--- src/design/assert_macros.svh ---
// assertion helpers for the design files, included by scs_core
`ifndef ASSERT_MACROS_SVH
`define ASSERT_MACROS_SVH
`ifndef SYNTHESIS
`define ASSERT_PROP(label, clk, rst, prop) \
   label: assert property (@(posedge clk) disable iff (rst) prop) \
      else $error("assertion failed");
`define ASSERT_NEVER(label, clk, rst, cond) \
   label: assert property (@(posedge clk) disable iff (rst) !(cond)) \
      else $error("assertion failed");
`else
`define ASSERT_PROP(label, clk, rst, prop)
`define ASSERT_NEVER(label, clk, rst, cond)
`endif
`endif

--- src/design/scs_pkg.sv ---
`default_nettype none
package scs_pkg;

   localparam int SAMPLE_W    = 12;
   localparam int SAMPLE_BITS = 12;
   localparam logic [SAMPLE_W-1:0] SAMPLE_MASK = SAMPLE_W'((1 << SAMPLE_BITS) - 1);

   localparam int MIX_W   = 16;
   localparam int PROD_W  = 32;
   // n / 10 == (n * 52429) >> 19 for every 16-bit n
   localparam logic [MIX_W-1:0] RECIP_TEN = 16'd52429;
   localparam int RECIP_SHIFT = 19;

   localparam int CSR_ADDR_W = 4;
   localparam int CSR_DATA_W = 32;

   localparam logic [1:0] REG_HIGH_THR = 2'd0;
   localparam logic [1:0] REG_LOW_THR  = 2'd1;
   localparam logic [1:0] REG_INTERVAL = 2'd2;

   localparam logic [11:0] HIGH_THR_RESET = 12'd300;
   localparam logic [11:0] LOW_THR_RESET  = 12'd300;
   localparam logic [15:0] INTERVAL_RESET = 16'd5000;

   typedef enum logic [1:0] {
      LEVEL_NORMAL = 2'd0,
      LEVEL_LOW    = 2'd1,
      LEVEL_HIGH   = 2'd2
   } level_type;

   typedef struct packed {
      logic [11:0] high_thr;
      logic [11:0] low_thr;
      logic [15:0] interval;
   } cfg_type;

endpackage
`default_nettype wire

--- src/design/scs_channels.sv ---
`default_nettype none
interface scs_req_if;
   logic        valid;
   logic        ready;
   logic        func;
   logic [11:0] gsr_sample;
   logic [31:0] now_ms;

   modport source (output valid, output func, output gsr_sample, output now_ms,
                   input ready);
   modport sink (input valid, input func, input gsr_sample, input now_ms,
                 output ready);
endinterface

interface scs_rsp_if;
   logic        valid;
   logic        ready;
   logic [1:0]  stress_level;
   logic [11:0] filtered_level;
   logic [11:0] baseline_level;
   logic        baseline_ready;

   modport source (output valid, output stress_level, output filtered_level,
                   output baseline_level, output baseline_ready, input ready);
   modport sink (input valid, input stress_level, input filtered_level,
                 input baseline_level, input baseline_ready, output ready);
endinterface
`default_nettype wire

--- src/design/scs_csr.sv ---
`default_nettype none
module scs_csr
   import scs_pkg::*;
(
   input  wire logic                  clock,
   input  wire logic                  reset,
   input  wire logic                  psel,
   input  wire logic                  penable,
   input  wire logic                  pwrite,
   input  wire logic [CSR_ADDR_W-1:0] paddr,
   input  wire logic [CSR_DATA_W-1:0] pwdata,
   output logic      [CSR_DATA_W-1:0] prdata,
   output logic                       pready,
   output cfg_type                    cfg
);

   cfg_type    cfg_ff;
   logic [1:0] reg_idx;
   logic       wr_en;

   assign reg_idx = paddr[CSR_ADDR_W-1:2];
   assign wr_en   = psel && penable && pwrite;
   assign pready  = 1'b1;
   assign cfg     = cfg_ff;

   always_ff @(posedge clock) begin
      if (reset) begin
         cfg_ff.high_thr <= HIGH_THR_RESET;
         cfg_ff.low_thr  <= LOW_THR_RESET;
         cfg_ff.interval <= INTERVAL_RESET;
      end else if (wr_en) begin
         unique case (reg_idx)
            REG_HIGH_THR: cfg_ff.high_thr <= pwdata[11:0];
            REG_LOW_THR:  cfg_ff.low_thr  <= pwdata[11:0];
            REG_INTERVAL: cfg_ff.interval <= pwdata[15:0];
            default:      ;
         endcase
      end
   end

   always_comb begin
      unique case (reg_idx)
         REG_HIGH_THR: prdata = {20'd0, cfg_ff.high_thr};
         REG_LOW_THR:  prdata = {20'd0, cfg_ff.low_thr};
         REG_INTERVAL: prdata = {16'd0, cfg_ff.interval};
         default:      prdata = '0;
      endcase
   end

endmodule
`default_nettype wire

--- src/design/scs_div.sv ---
`default_nettype none
module scs_div #(
   parameter int NUM_W = 18,
   parameter int DEN_W = 6
) (
   input  wire logic             clock,
   input  wire logic             reset,
   input  wire logic             start,
   input  wire logic [NUM_W-1:0] num,
   input  wire logic [DEN_W-1:0] den,
   output logic                  busy,
   output logic                  done,
   output logic      [NUM_W-1:0] quot
);

   localparam int CNT_W = (NUM_W > 1) ? $clog2(NUM_W) : 1;

   logic             busy_ff;
   logic             done_ff;
   logic [CNT_W-1:0] cnt_ff;
   logic [NUM_W-1:0] num_ff;
   logic [DEN_W-1:0] den_ff;
   logic [DEN_W-1:0] rem_ff;
   logic [DEN_W:0]   trial;
   logic [DEN_W:0]   diff;
   logic             ge;
   logic [DEN_W-1:0] rem_in;

   // restoring division, one quotient bit per cycle
   always_comb begin
      trial  = {rem_ff, num_ff[NUM_W-1]};
      diff   = trial - {1'b0, den_ff};
      ge     = (trial >= {1'b0, den_ff});
      rem_in = ge ? diff[DEN_W-1:0] : trial[DEN_W-1:0];
   end

   always_ff @(posedge clock) begin
      if (reset) begin
         busy_ff <= 1'b0;
         done_ff <= 1'b0;
         cnt_ff  <= '0;
      end else begin
         done_ff <= 1'b0;
         if (start) begin
            num_ff  <= num;
            den_ff  <= den;
            rem_ff  <= '0;
            cnt_ff  <= '0;
            busy_ff <= 1'b1;
         end else if (busy_ff) begin
            num_ff <= {num_ff[NUM_W-2:0], ge};
            rem_ff <= rem_in;
            cnt_ff <= cnt_ff + 1'b1;
            if (cnt_ff == CNT_W'(NUM_W - 1)) begin
               busy_ff <= 1'b0;
               done_ff <= 1'b1;
            end
         end
      end
   end

   assign busy = busy_ff;
   assign done = done_ff;
   assign quot = num_ff;

endmodule
`default_nettype wire

--- src/design/scs_core.sv ---
`default_nettype none
`include "assert_macros.svh"
module scs_core
   import scs_pkg::*;
#(
   parameter int WINDOW_LEN  = 10,
   parameter int CAL_SAMPLES = 50,
   parameter int NUM_W       = 18,
   parameter int DEN_W       = 6
) (
   input  wire logic             clock,
   input  wire logic             reset,
   input  cfg_type               cfg,
   scs_req_if.sink               req,
   scs_rsp_if.source             rsp,
   output logic                  div_start,
   output logic      [NUM_W-1:0] div_num,
   output logic      [DEN_W-1:0] div_den,
   input  wire logic             div_busy,
   input  wire logic             div_done,
   input  wire logic [NUM_W-1:0] div_quot
);

   localparam int SUM_W = SAMPLE_W + $clog2(WINDOW_LEN + 1);
   localparam int CAL_W = SAMPLE_W + $clog2(CAL_SAMPLES + 1);
   localparam int IDX_W = (WINDOW_LEN > 1) ? $clog2(WINDOW_LEN) : 1;
   localparam int CNT_W = $clog2(CAL_SAMPLES + 1);

   typedef enum logic [3:0] {
      S_IDLE, S_WIN, S_MEAN, S_UPD, S_MUL, S_BASE, S_CLASS, S_CAL, S_CALDIV, S_OUT
   } state_type;

   state_type         state_ff;
   logic [SAMPLE_W-1:0] sample_ff;
   logic [31:0]       now_ff;
   logic [IDX_W-1:0]  idx_ff;
   logic              full_ff;
   logic [SUM_W-1:0]  sum_ff;
   logic [11:0]       base_ff;
   logic              ready_ff;
   logic [31:0]       last_ff;
   logic [CAL_W-1:0]  cal_sum_ff;
   logic [CNT_W-1:0]  cal_cnt_ff;
   logic [11:0]       mean_ff;
   level_type         level_ff;
   logic [MIX_W-1:0]  mix_ff;
   logic [PROD_W-1:0] prod_ff;
   logic              rsp_valid_ff;
   logic [1:0]        rsp_level_ff;
   logic [11:0]       rsp_mean_ff;
   logic [11:0]       rsp_base_ff;
   logic              rsp_ready_flag_ff;

   logic [SAMPLE_W-1:0] win_mem [WINDOW_LEN];
   logic [SAMPLE_W-1:0] rd_data_ff;
   logic                win_we;

   logic [SAMPLE_W-1:0] old_sample;
   logic [SUM_W-1:0]  sum_in;
   logic [IDX_W-1:0]  idx_in;
   logic              full_in;
   logic [DEN_W-1:0]  held_in;
   logic [CAL_W-1:0]  cal_sum_in;
   logic [CNT_W-1:0]  cal_cnt_in;
   logic              cal_last;
   logic [31:0]       elapsed;
   logic              upd_due;
   logic signed [12:0] diff;
   logic signed [12:0] high_lim;
   logic signed [12:0] low_lim;
   logic              rsp_load;
   logic              accept;

   assign req.ready = (state_ff == S_IDLE);
   assign accept    = req.valid && (state_ff == S_IDLE);

   assign rsp.valid          = rsp_valid_ff;
   assign rsp.stress_level   = rsp_level_ff;
   assign rsp.filtered_level = rsp_mean_ff;
   assign rsp.baseline_level = rsp_base_ff;
   assign rsp.baseline_ready = rsp_ready_flag_ff;
   assign rsp_load = (state_ff == S_OUT) && (!rsp_valid_ff || rsp.ready);

   // entries past the write pointer are unwritten until the window first fills
   always_comb begin
      old_sample = full_ff ? rd_data_ff : '0;
      sum_in     = sum_ff - SUM_W'(old_sample) + SUM_W'(sample_ff);
      if (idx_ff == IDX_W'(WINDOW_LEN - 1)) begin
         idx_in  = '0;
         full_in = 1'b1;
      end else begin
         idx_in  = idx_ff + 1'b1;
         full_in = full_ff;
      end
      held_in = full_in ? DEN_W'(WINDOW_LEN) : DEN_W'(idx_in);

      cal_sum_in = cal_sum_ff + CAL_W'(sample_ff);
      cal_cnt_in = cal_cnt_ff + 1'b1;
      cal_last   = (cal_cnt_in >= CNT_W'(CAL_SAMPLES));

      elapsed = now_ff - last_ff;
      upd_due = (elapsed >= {16'd0, cfg.interval});

      diff     = $signed({1'b0, mean_ff}) - $signed({1'b0, base_ff});
      high_lim = $signed({1'b0, cfg.high_thr});
      low_lim  = 13'sd0 - $signed({1'b0, cfg.low_thr});
   end

   always_comb begin
      div_start = 1'b0;
      div_num   = NUM_W'(sum_in);
      div_den   = held_in;
      if (state_ff == S_WIN) begin
         div_start = 1'b1;
      end else if ((state_ff == S_CAL) && !ready_ff && cal_last) begin
         div_start = 1'b1;
         div_num   = NUM_W'(cal_sum_in);
         div_den   = DEN_W'(CAL_SAMPLES);
      end
   end

   assign win_we = (state_ff == S_WIN);

   always_ff @(posedge clock) begin
      if (win_we) begin
         win_mem[idx_ff] <= sample_ff;
      end
      rd_data_ff <= win_mem[idx_ff];
   end

   always_ff @(posedge clock) begin
      if (reset) begin
         state_ff     <= S_IDLE;
         idx_ff       <= '0;
         full_ff      <= 1'b0;
         sum_ff       <= '0;
         base_ff      <= '0;
         ready_ff     <= 1'b0;
         last_ff      <= '0;
         cal_sum_ff   <= '0;
         cal_cnt_ff   <= '0;
         rsp_valid_ff <= 1'b0;
      end else begin
         if (rsp_load) begin
            rsp_valid_ff <= 1'b1;
         end else if (rsp.ready) begin
            rsp_valid_ff <= 1'b0;
         end
         unique case (state_ff)
            S_IDLE: begin
               if (accept) begin
                  sample_ff <= req.gsr_sample & SAMPLE_MASK;
                  now_ff    <= req.now_ms;
                  mean_ff   <= '0;
                  level_ff  <= LEVEL_NORMAL;
                  state_ff  <= req.func ? S_WIN : S_CAL;
               end
            end
            S_WIN: begin
               sum_ff   <= sum_in;
               idx_ff   <= idx_in;
               full_ff  <= full_in;
               state_ff <= S_MEAN;
            end
            S_MEAN: begin
               if (div_done) begin
                  mean_ff  <= div_quot[11:0];
                  state_ff <= ready_ff ? S_UPD : S_OUT;
               end
            end
            S_UPD: begin
               mix_ff   <= MIX_W'({base_ff, 3'd0}) + MIX_W'(base_ff) + MIX_W'(mean_ff);
               state_ff <= upd_due ? S_MUL : S_CLASS;
            end
            S_MUL: begin
               prod_ff  <= PROD_W'(mix_ff) * PROD_W'(RECIP_TEN);
               state_ff <= S_BASE;
            end
            S_BASE: begin
               base_ff  <= prod_ff[RECIP_SHIFT +: 12];
               last_ff  <= now_ff;
               state_ff <= S_CLASS;
            end
            S_CLASS: begin
               priority if (diff > high_lim) begin
                  level_ff <= LEVEL_HIGH;
               end else if (diff < low_lim) begin
                  level_ff <= LEVEL_LOW;
               end else begin
                  level_ff <= LEVEL_NORMAL;
               end
               state_ff <= S_OUT;
            end
            S_CAL: begin
               if (!ready_ff) begin
                  cal_sum_ff <= cal_sum_in;
                  cal_cnt_ff <= cal_cnt_in;
                  state_ff   <= cal_last ? S_CALDIV : S_OUT;
               end else begin
                  state_ff <= S_OUT;
               end
            end
            S_CALDIV: begin
               if (div_done) begin
                  base_ff  <= div_quot[11:0];
                  ready_ff <= 1'b1;
                  state_ff <= S_OUT;
               end
            end
            S_OUT: begin
               if (rsp_load) begin
                  rsp_level_ff      <= level_ff;
                  rsp_mean_ff       <= mean_ff;
                  rsp_base_ff       <= base_ff;
                  rsp_ready_flag_ff <= ready_ff;
                  state_ff          <= S_IDLE;
               end
            end
            default: state_ff <= S_IDLE;
         endcase
      end
   end

   `ASSERT_PROP(a_idx_range, clock, reset, idx_ff <= IDX_W'(WINDOW_LEN - 1))
   `ASSERT_NEVER(a_ready_sticky, clock, reset, $fell(ready_ff))
   `ASSERT_NEVER(a_full_sticky, clock, reset, $fell(full_ff))
   `ASSERT_PROP(a_div_idle, clock, reset, div_start |-> !div_busy)
   `ASSERT_PROP(a_cal_bound, clock, reset, cal_cnt_ff <= CNT_W'(CAL_SAMPLES))

endmodule
`default_nettype wire

--- src/design/skin_conductance_stress_classifier.sv ---
`default_nettype none
// Skin-conductance stress classifier. Calibration transactions (func 0) accumulate a
// baseline that becomes their truncated mean after CAL_SAMPLES of them; measurement
// transactions (func 1) enter a WINDOW_LEN-entry moving window held in a one-port
// synchronous memory, and once the baseline is ready they move it toward the window
// mean at most once per update_interval_ms and class the mean against the thresholds.
// Every transaction returns exactly one result. The block handles one transaction at
// a time: a calibration transaction accumulates its sample and goes to the output, and
// the one that completes the baseline first waits for the divider; a measurement
// transaction writes the window and waits for the divider's mean, and once the baseline
// is ready also passes the update and class states, with a multiply and a baseline
// write when the baseline moves. NUM_W = 12 + clog2(max(WINDOW_LEN, CAL_SAMPLES) + 1)
// is the iteration count of the shared bit-serial divider (18 at the default parameters).
// A finished result waits in an output register while the next transaction is taken;
// a result that finds that register still full waits until the sink takes the older
// one. Registers sit at byte addresses 0 (high threshold), 4 (low threshold) and
// 8 (update interval).
module skin_conductance_stress_classifier
   import scs_pkg::*;
#(
   parameter int WINDOW_LEN  = 10,
   parameter int CAL_SAMPLES = 50
) (
   input  wire logic                  clock,
   input  wire logic                  reset,
   scs_req_if.sink                    req_bus,
   scs_rsp_if.source                  rsp_bus,
   input  wire logic                  csr_psel,
   input  wire logic                  csr_penable,
   input  wire logic                  csr_pwrite,
   input  wire logic [CSR_ADDR_W-1:0] csr_paddr,
   input  wire logic [CSR_DATA_W-1:0] csr_pwdata,
   output logic      [CSR_DATA_W-1:0] csr_prdata,
   output logic                       csr_pready
);

   localparam int SUM_W   = SAMPLE_W + $clog2(WINDOW_LEN + 1);
   localparam int CAL_W   = SAMPLE_W + $clog2(CAL_SAMPLES + 1);
   localparam int NUM_W   = (SUM_W > CAL_W) ? SUM_W : CAL_W;
   localparam int DEN_MAX = (WINDOW_LEN > CAL_SAMPLES) ? WINDOW_LEN : CAL_SAMPLES;
   localparam int DEN_W   = $clog2(DEN_MAX + 1);

   cfg_type          cfg;
   logic             div_start;
   logic [NUM_W-1:0] div_num;
   logic [DEN_W-1:0] div_den;
   logic             div_busy;
   logic             div_done;
   logic [NUM_W-1:0] div_quot;

   scs_csr u_csr (
      .clock   (clock),
      .reset   (reset),
      .psel    (csr_psel),
      .penable (csr_penable),
      .pwrite  (csr_pwrite),
      .paddr   (csr_paddr),
      .pwdata  (csr_pwdata),
      .prdata  (csr_prdata),
      .pready  (csr_pready),
      .cfg     (cfg)
   );

   scs_div #(
      .NUM_W (NUM_W),
      .DEN_W (DEN_W)
   ) u_div (
      .clock (clock),
      .reset (reset),
      .start (div_start),
      .num   (div_num),
      .den   (div_den),
      .busy  (div_busy),
      .done  (div_done),
      .quot  (div_quot)
   );

   scs_core #(
      .WINDOW_LEN  (WINDOW_LEN),
      .CAL_SAMPLES (CAL_SAMPLES),
      .NUM_W       (NUM_W),
      .DEN_W       (DEN_W)
   ) u_core (
      .clock     (clock),
      .reset     (reset),
      .cfg       (cfg),
      .req       (req_bus),
      .rsp       (rsp_bus),
      .div_start (div_start),
      .div_num   (div_num),
      .div_den   (div_den),
      .div_busy  (div_busy),
      .div_done  (div_done),
      .div_quot  (div_quot)
   );

endmodule
`default_nettype wire
--- src/flat_wrapper.sv ---
// flat-port wrapper written by rule: the top's interface ports become plain ports
module skin_conductance_stress_classifier_flat import scs_pkg::*;
#(
   parameter int WINDOW_LEN  = 10,
   parameter int CAL_SAMPLES = 50
)
  (clock, reset, csr_psel, csr_penable, csr_pwrite, csr_paddr, csr_pwdata, csr_prdata, csr_pready, req_bus_valid, req_bus_func, req_bus_gsr_sample, req_bus_now_ms, req_bus_ready, rsp_bus_valid, rsp_bus_stress_level, rsp_bus_filtered_level, rsp_bus_baseline_level, rsp_bus_baseline_ready, rsp_bus_ready);
  scs_req_if req_bus_i ();
  scs_rsp_if rsp_bus_i ();
  input  wire logic clock;
  input  wire logic reset;
  input  wire logic csr_psel;
  input  wire logic csr_penable;
  input  wire logic csr_pwrite;
  input  wire logic [CSR_ADDR_W-1:0] csr_paddr;
  input  wire logic [CSR_DATA_W-1:0] csr_pwdata;
  output logic      [CSR_DATA_W-1:0] csr_prdata;
  output logic csr_pready;
  input wire logic [$bits(req_bus_i.valid)-1:0] req_bus_valid;
  input wire logic [$bits(req_bus_i.func)-1:0] req_bus_func;
  input wire logic [$bits(req_bus_i.gsr_sample)-1:0] req_bus_gsr_sample;
  input wire logic [$bits(req_bus_i.now_ms)-1:0] req_bus_now_ms;
  output wire logic [$bits(req_bus_i.ready)-1:0] req_bus_ready;
  output wire logic [$bits(rsp_bus_i.valid)-1:0] rsp_bus_valid;
  output wire logic [$bits(rsp_bus_i.stress_level)-1:0] rsp_bus_stress_level;
  output wire logic [$bits(rsp_bus_i.filtered_level)-1:0] rsp_bus_filtered_level;
  output wire logic [$bits(rsp_bus_i.baseline_level)-1:0] rsp_bus_baseline_level;
  output wire logic [$bits(rsp_bus_i.baseline_ready)-1:0] rsp_bus_baseline_ready;
  input wire logic [$bits(rsp_bus_i.ready)-1:0] rsp_bus_ready;
  assign req_bus_i.valid = req_bus_valid;
  assign req_bus_i.func = req_bus_func;
  assign req_bus_i.gsr_sample = req_bus_gsr_sample;
  assign req_bus_i.now_ms = req_bus_now_ms;
  assign req_bus_ready = req_bus_i.ready;
  assign rsp_bus_valid = rsp_bus_i.valid;
  assign rsp_bus_stress_level = rsp_bus_i.stress_level;
  assign rsp_bus_filtered_level = rsp_bus_i.filtered_level;
  assign rsp_bus_baseline_level = rsp_bus_i.baseline_level;
  assign rsp_bus_baseline_ready = rsp_bus_i.baseline_ready;
  assign rsp_bus_i.ready = rsp_bus_ready;
  skin_conductance_stress_classifier #(.WINDOW_LEN(WINDOW_LEN), .CAL_SAMPLES(CAL_SAMPLES)) u_core (.clock(clock), .reset(reset), .req_bus(req_bus_i), .rsp_bus(rsp_bus_i), .csr_psel(csr_psel), .csr_penable(csr_penable), .csr_pwrite(csr_pwrite), .csr_paddr(csr_paddr), .csr_pwdata(csr_pwdata), .csr_prdata(csr_prdata), .csr_pready(csr_pready));
endmodule
--- config.mk ---
export PLATFORM = sky130hd
export DESIGN_NAME = skin_conductance_stress_classifier_flat
export DESIGN_NICKNAME = d
export VERILOG_FILES = /design/src/design/scs_pkg.sv /design/src/design/scs_channels.sv /design/src/design/scs_csr.sv /design/src/design/scs_div.sv /design/src/design/scs_core.sv /design/src/design/skin_conductance_stress_classifier.sv /design/src/flat_wrapper.sv
export VERILOG_INCLUDE_DIRS = /design/src /design/src/design
export SDC_FILE = /design/constraint.sdc
export NUM_CORES = 1
export LEC_CHECK = 0
export BUFFER_PORTS_ARGS = -buffer_cell sky130_fd_sc_hd__clkbuf_2
export CAP_MARGIN = 20
export CORE_MARGIN = 4
export CORE_UTILIZATION = 50
export DETAILED_ROUTE_END_ITERATION = 10
export MAX_ROUTING_LAYER = met4
export PLACE_DENSITY = 0.67
export RECOVER_POWER = 25
export SYNTH_ARGS = -nofsm -noshare
export SYNTH_HDL_FRONTEND = slang
export SYNTH_SLANG_ARGS = --single-unit
--- constraint.sdc ---
create_clock -name clock -period 14.53 [get_ports clock]
set_clock_uncertainty 0.1 [all_clocks]
set_input_delay 0.7265 -clock clock [delete_from_list [all_inputs] [get_ports clock]]
set_output_delay 0.7265 -clock clock [all_outputs]
set_load 0.02 [all_outputs]
# Word level (Yosys, flattened, before mapping)
# Memories as Yosys holds them, arrays and structs flattened. A register that Yosys moved wholly into a read port is not among the register bits.
# Cells that the tools add are included.
# classes
n_reduce_logical,33
order_cmp,5
eq_ne,17
n_mul,1
bitwise,3
addsub,12
n_mux,41
# op_table
operator,count
$mux W18,4
$pmux W12 S2,2
$pmux W16 S3,1
$pmux W4 S10,1
$mux W12,3
$add A16 B12 Y16,2
$ge A32 B16 Y1,1
$sub A32 B32 Y32,1
$mul A16 B16 Y31 const B,1
$mux W4,7
$mux W6,4
$reduce_and A2 Y1,10
$add A18 B12 Y18,1
$add A15 B12 Y16,1
$eq A4 B3 Y1 const B,4
$sub A16 B12 Y16,1
$mux W1,14
$gt A13 B13 Y1,1
$lt A13 B13 Y1,1
$sub A1 B12 Y13 const A,1
$sub A12 B12 Y13,1
$eq A4 B4 Y1 const B,3
$reduce_bool A2 Y1,5
$reduce_and A3 Y1,3
25 further kinds,39
# word_totals
reg_bits,304
wordCells,142
ram_bits,120
memories,1
# memory_table
name,words,word_bits,read_ports,rd_ports_with_merged_regs,wr,line_no,text
u_core.u_core.win_mem,10,12,1,1,1,scs_core.sv:54,logic [SAMPLE_W-1:0] win_mem [WINDOW_LEN];

# Logic depth before layout (Yosys ltp)
# Gate-level depths: netlist (run 1).
# logic_depth
word_depth,7
mapped_depth,22
depth_no_buf,22

# Cells and area by module
# Synthesis (run 1) repeated with hierarchy kept, for this count alone.
# hier_totals
cells_unflattened,2549
hier_area_um2,26709.4
# by_module_without_submodules
mod,area_each_um2,cells_each,n_inst
scs_core,22869.4,2194,1
scs_csr,2047.0,221,1
scs_div,1793.0,134,1

# Worst setup path after synthesis (run 1)
# OpenSTA, ideal clock, no wires.
# synth_timing
path_kind,register -> register
startpoint,reg u_core.u_core.mix_ff[3]
endpoint,"reg u_core.u_core.prod_ff[30], data pin"
stages_incl_launch_ff,21
slack_ns,8.398
setup_ns,0.266
t_arrival_ns,5.766
required_time_ns,14.164
synth_period_minus_slack_ns,6.132
path_cell_list,edfxtp_1 ha_1 inv_1 fa_1 inv_1 fa_1 fa_1 fa_1 inv_1 fa_1 inv_1 ha_1 a21o_1 a21o_1 a21oi_1 a21boi_0 a2111oi_0 nor3_1 a21o_1 o41ai_1 xnor2_1
# synth_between
elab_chain_len,1
# synth_lines
element,line_no,text
"start, declared",scs_core.sv:46,logic [MIX_W-1:0] mix_ff;
"start signal, assigned",scs_core.sv:172,"mix_ff <= MIX_W'({base_ff, 3'd0}) + MIX_W'(base_ff) + MIX_W'(mean_ff);"
$mul A16 B16 Y31,scs_core.sv:176,prod_ff <= PROD_W'(mix_ff) * PROD_W'(RECIP_TEN);
"end signal, assigned",scs_core.sv:176,
"end, declared",scs_core.sv:47,logic [PROD_W-1:0] prod_ff;
# Every way passes these cells.
# A chain may end at the register's enable or synchronous reset.

# Final worst setup path (run 1)
# layout_timing
startpoint,reg u_core.u_core.mix_ff[6]
endpoint,"reg u_core.u_core.prod_ff[30], data pin"
# The elaborated chain is that of the path after synthesis.

==> results of run 1 <==
[worst max-delay path, delay by kind of cell, from the launching register on]
family	cells	cell delay [ns]
AOI/OAI and AO/OA	7	1.99
xor gates and xnor gates	1	0.12
adders and majority gates	7	3.37
buffers and inverters	4	0.27
DFF	1	0.53
and+or+nand+nor	1	0.23
[how the worst min path moves through the flow]
stage	depth (start not counted)	end	start	slack [ns]
2_1_floorplan	0	u_core.u_core.rsp.stress_level[0]	u_core.u_core.level_ff[0]	0.30
3_3_place_gp	2	u_core.u_core.last_ff[4]	u_core.u_core.last_ff[4]	0.34
3_5_place_dp	2	u_core.u_core.last_ff[12]	u_core.u_core.last_ff[12]	0.35
4_1_cts	1	u_core.u_core.sample_ff[5]	req_bus_gsr_sample[5]	0.19
5_1_grt	1	u_core.u_core.sample_ff[5]	req_bus_gsr_sample[5]	0.19
6_report	1	u_core.u_core.sample_ff[5]	req_bus_gsr_sample[5]	0.22
[Yosys cell counts (9+ instances only)]
master,instances
a211o_1,11
a211oi_1,37
a21boi_0,9
a21o_1,26
a21oi_1,176
a31oi_1,14
and2_1,33
and3_1,23
buf_4,17
clkbuf_1,74
dfxtp_1,154
edfxtp_1,262
fa_1,105
ha_1,262
inv_1,338
mux2i_1,45
mux4_2,24
nand2_1,270
nand2b_1,18
nand3_1,26
nand4_1,19
nor2_1,157
nor2b_1,34
nor3_1,54
o211ai_1,18
o21a_1,25
o21ai_0,75
or3_1,20
xnor2_1,68
xor2_1,42
[per-layer routing]
metal	vias to the layer above	routed length, microns	global-route usage
li1	9002	-	-
met1	8847	26200	0.282
met2	373	28000	0.348
met3	67	2420	0.0247
met4	0	956	0.0444
met5	-	0	-
[stage by stage]
stage          power (mW)  utilization  hold WS [ns]
3_5_place_dp         4.15        0.532         0.347
5_1_grt              5.67        0.560         0.194
4_1_cts              5.27        0.560         0.186
2_1_floorplan        3.47            -         0.300
6_report             5.22        0.560         0.224
3_3_place_gp         4.06        0.532         0.341
[cell families (layout without fill, tap and decap cells)]
group	after synthesis	in the layout	synth area share
AOI/OAI and AO/OA	460	460	0.111
xor gates and xnor gates	111	111	0.0377
adders and majority gates	367	367	0.206
buffers and inverters	440	562	0.0660
DFF	416	416	0.419
muxes	71	71	0.0388
other	2	17	0.000287
and+or+nand+nor	685	685	0.121
[state kept, by name (all words and copies together), names as in the netlist, 16 cells and up]
name	count
u_core.u_core.mix_ff	16
u_core.u_core.win_mem	120
u_core.u_csr.cfg	40
u_core.u_div.quot	18
u_core.u_core.cal_sum_ff	18
u_core.u_core.sum_ff	16
u_core.u_core.now_ff	32
u_core.u_core.last_ff	32
[layout make-up]
type | instances | share of cell area
clock inverters | 23 | 0.00872
clock buffers | 56 | 0.0401
repair buffers | 143 | 0.0272
multi-input cells | 1711 | 0.470
inverters | 340 | 0.0443
flip-flops and latches | 416 | 0.380
well taps | 680 | 0.0295
[power by group through the flow]
stage / clock, mW / combinational [mW] / sequential (mW)
2_1_floorplan: 0 / 1.88 / 1.59
3_3_place_gp: 0 / 2.42 / 1.65
3_5_place_dp: 0 / 2.49 / 1.66
4_1_cts: 1.13 / 2.51 / 1.63
5_1_grt: 1.18 / 2.84 / 1.65
6_report: 1.10 / 2.49 / 1.63
==> results_dict.tcl, run 1 <==
set metrics [dict create \
    antenna_found_initial 0 \
    stdcell_area_sq_um 28800 \
    cts_tree "built" \
    synth_edf_count 262 \
    ctsHtreeMaxLevel 2 \
    synth_top_cell_by_area "edfxtp_1" \
    slew_viol_final 0 \
    drv_cap 0 \
    required_ns 14.73 \
    synth_seq_area_share 0.419 \
    cts_num_sinks 416 \
    dp_cells 3289 \
    start_util 0.508 \
    max_freq_mhz 146 \
    via_count 18300 \
    drc 0 \
    cts_resized 0 \
    worstPathMaxFanout 6 \
    drt_pass1_iterations 6 \
    synth_ff_type "edfxtp_1" \
    vias_per_cell 5.43 \
    wirelength_microns 57500 \
    path_cells "ha_1, inv_1, fa_1, inv_1, fa_1, fa_1, fa_1, inv_1, fa_1, inv_1, ha_1, a21o_1, a21o_1, a21oi_1, a21boi_0, a2111oi_0, nor3_1, a21o_1, o41ai_1, xnor2_1" \
    fin_cells 3369 \
    post-cts-setup-buffer-count 0 \
    synth_area_leaders "edfxtp_1 30%, ha_1 13%, dfxtp_1 12%, fa_1 8.0%, inv_1 4.9%" \
    grt_max_degree 78 \
    netlist.area_leader.share 0.301 \
    startpoint "u_core.u_core.mix_ff[6]" \
    critPathCaptureType "flop" \
    worstRegToRegCells 20 \
    grt_pass1_wl_microns 94000 \
    placed_area_sq_um 27400 \
    final_cell_mix "338 x inv_1, 270 x nand2_1, 262 x ha_1, 262 x edfxtp_1, 176 x a21oi_1" \
    hp-class "in -> reg" \
    cp.arrival_ns 7.07 \
    fin_crit_sh 0.473 \
    cts_made_buffers 43 \
    startpoint_type "flop" \
    dp_hpwl_microns 43600 \
    worst_slew_pin_slew_ns 1.02 \
    finalSetupViolations 0 \
    crit_end "u_core.u_core.prod_ff[30]" \
    nNetsFinal 3110 \
    powerDensity_nw_per_um2 181 \
    synthCells 2552 \
    cpPeakStageDelay_ns 0.59 \
    p_clk_frac 0.211 \
    timing.setup.tns_ns 0 \
    drive_gt1_frac 0.0941 \
    path_class "reg -> reg" \
    core_area_sq_um 51500 \
    antenna_cells 0 \
    ys_ff_latch 416 \
    dieArea_sq_um 56000 \
    globalRouteTotalUtil 0.210 \
    first_iter_violations 1098 \
    r2r_setup_slack_ns 7.66 \
    clk_latency_ns 0.58 \
    layout_commonest_cell "inv_1" \
    slew_headroom 0.316 \
    p_comb_frac 0.476 \
    synth-async-reset-ratio 0 \
    place_ws_ns 7.71 \
    die_h_microns 237 \
    fill_cells 4404 \
    period_minus_slack_ns 6.87 \
    synth_cell_types 81 \
    num_rows 83 \
    pin_count 150 \
    grt_pass1_vias 18100 \
    area_delta_synth_final_pct 10.3 \
    multi_input_area_sq_um 13600 \
    grt_setup_unrepaired "false" \
    grt.overflow.total 0 \
    p_sw_mw 2.03 \
    clock-root-buffer "clkbuf_16" \
    ys.warnings.count 0 \
    synth_area_per_cell_sq_um 10.2 \
    hold_viol 0 \
    slowest_stage "a2111oi_0" \
    worst_slack_ns 7.66 \
    ant_nets 0 \
    p_int_mw 3.19 \
    swShare 0.389 \
    wl_per_cell_microns 17.1 \
    hold_buffers 0 \
    status "finished, final reports clean" \
    die_w_microns 237 \
    reg2reg_to "u_core.u_core.prod_ff[30]" \
    synth_area_sq_um 26100 \
    pwr-share-seq 0.313 \
    seq_area_sq_um 11000 \
    clk_path_buf_depth 3 \
    path_clk_slew_ns 0.06 \
    reg2reg_from "u_core.u_core.mix_ff[6]" \
    place.port_buffers 114 \
    place_congestion 0.900 \
    p_leak_nw 11.8 \
    cpMostUsedCell "fa_1" \
    peakVddDrop_v 0.000144 \
]
Power figures use the tool's default switching activity.
==> run 2, diff against run 1 <==
PLACE_DENSITY = 0.7   (was 0.67)
clock period = 5.8 ns   (was 14.53 ns; I/O delays follow)
==> run 2 against run 1 <==
The run now ends with negative setup slack left. Cell count is 3.6% higher. Die area stayed put. Fmax is 16% higher. Combinational power grew to 2.8 times the previous value. Clock-buffer cell count is 6 lower. Flip-flop and latch count stayed put. First-iteration DRC count is 27% higher. Global-route usage is 1.1 points higher. Via count is 4.4% higher. Sequential share of layout area is 1.6 points lower. Setup slack worse by 7.8 ns. Largest power group unchanged. Highest routed layer unchanged.
==> results_dict.tcl, run 2 (synthesized netlist as in run 1, its figures left out) <==
set metrics [dict create \
    area_delta_synth_final_pct 15.0 \
    seq_area_sq_um 11000 \
    worstRegToRegCells 21 \
    clock-root-buffer "clkbuf_16" \
    ant_nets 0 \
    clk_path_buf_depth 3 \
    first_iter_violations 1393 \
    wirelength_microns 61100 \
    startpoint_type "flop" \
    grt_pass1_vias 18800 \
    powerDensity_nw_per_um2 464 \
    violations "negative setup slack" \
    pin_count 150 \
    cts_made_buffers 42 \
    drive_gt1_frac 0.119 \
    p_comb_frac 0.508 \
    hold_viol 0 \
    p_clk_frac 0.197 \
    place_congestion 0.953 \
    grt_pass1_wl_microns 99100 \
    path_clk_slew_ns 0.06 \
    start_util 0.508 \
    via_count 19100 \
    hold_depth 4 \
    place.port_buffers 114 \
    cts_tree "built" \
    worst_slack_ns -0.144 \
    worst_slew_pin_slew_ns 1.04 \
    core_area_sq_um 51500 \
    antenna_found_initial 0 \
    multi_input_area_sq_um 13700 \
    num_rows 83 \
    drv_cap 0 \
    die_h_microns 237 \
    slew_viol_final 0 \
    p_int_mw 8.54 \
    max_freq_mhz 168 \
    hp-class "in -> reg" \
    clk_latency_ns 0.57 \
    globalRouteTotalUtil 0.221 \
    critPathCaptureType "flop" \
    ctsHtreeMaxLevel 2 \
    worstPathMaxFanout 3 \
    cts_num_sinks 416 \
    stdcell_area_sq_um 30100 \
    grt_max_degree 79 \
    antenna_cells 0 \
    p_total_mw 14.0 \
    path_class "reg -> reg" \
    swShare 0.388 \
    layout_commonest_cell "inv_1" \
    largest_register_ffs 120 \
    dp_hpwl_microns 45600 \
    wl_per_cell_microns 17.5 \
    period_minus_slack_ns 5.94 \
    fill_cells 4305 \
    status "finished, violations left" \
    cp.arrival_ns 6.15 \
    die_w_microns 237 \
    nNetsFinal 3233 \
    p_sw_mw 5.42 \
    final_cell_mix "335 x inv_1, 270 x nand2_1, 262 x edfxtp_1, 253 x ha_1, 172 x a21oi_1" \
    finalSetupViolations 5 \
    dieArea_sq_um 56000 \
    pwr-share-seq 0.295 \
    grt_setup_unrepaired "true" \
    p_leak_nw 12.4 \
    drc 0 \
    slew_headroom 0.306 \
    grt.overflow.total 0 \
    placed_area_sq_um 27900 \
    regMostFlops "u_core.u_core.win_mem" \
    fin_crit_sh 1.02 \
    vias_per_cell 5.47 \
    peakVddDrop_v 0.000498 \
    required_ns 6.01 \
    drt_pass1_iterations 5 \
]
run 2: metrics by stage:
step                 util  instances  setup TNS, ns  hold slack [ns]  setup slack (ns)
floorplan               -       2567              0            0.289           0.00412
global placement    0.542       3344          -1.23            0.304            -0.270
detailed placement  0.542       3344          -1.23            0.316            -0.277
CTS                 0.581       3481         -0.487           0.0774            -0.151
global route        0.584       3491          -1.86            0.116            -0.350
finish              0.584       3491         -0.427           0.0939            -0.144
run 2: worst paths after layout:
| kind | end | from | slack, ns |
|---|---|---|---|
| min reg2reg | u_core.u_core.rsp.stress_level[0] | u_core.u_core.level_ff[0] | 0.33 |
| min | u_core.u_core.state_ff[0] | rsp_bus_ready | 0.09 |
| max | u_core.u_core.prod_ff[29] | u_core.u_core.mix_ff[2] | -0.14 |
| max reg2reg | u_core.u_core.prod_ff[29] | u_core.u_core.mix_ff[2] | -0.14 |
run 2: timing repair:
item                                    CTS  global route
hold buffers                             60             0
resized for setup                         6            17
buffers inserted                          1             7
pin swaps                                21            19
endpoints found under the setup margin    7             8
endpoints found under the hold margin    84             0
run 2: final cells by class:
cell class	count	area share
flip-flops and latches	416	0.364
repair buffers	267	0.0622
clock buffers	50	0.0367
inverters	340	0.0424
well taps	680	0.0283
clock inverters	27	0.00928
multi-input cells	1711	0.457
run 2: worst max-delay path, cell delays in order, from the launching register on:
cell	delay (ns)
edfxtp_1	0.49
ha_4	0.32
inv_2	0.03
fa_1	0.51
inv_2	0.04
fa_1	0.50
fa_1	0.45
fa_1	0.52
inv_1	0.05
fa_1	0.49
inv_2	0.05
ha_4	0.23
a21o_1	0.15
a21o_1	0.16
a21oi_2	0.18
o2111ai_2	0.19
a2111oi_4	0.40
buf_4	0.18
nor3_4	0.05
a211o_1	0.38
a21oi_2	0.16
xnor2_1	0.09
run 2: metal layers:
layer,vias up,track usage,routed length [microns]
met4,0,0.0361,979
met5,-,-,0
met3,86,0.0313,3080
met2,464,0.354,28900
li1,9242,-,-
met1,9307,0.307,28200
run 2: power groups by stage:
stage / combinational, mW / clock (mW) / sequential (mW)
final: 7.09 / 2.75 / 4.12
after global routing: 8.03 / 2.91 / 4.16
after CTS: 6.79 / 2.79 / 4.11
after detailed placement: 6.62 / 0 / 4.17
after global placement: 6.45 / 0 / 4.15
after floorplan: 4.86 / 0 / 3.98
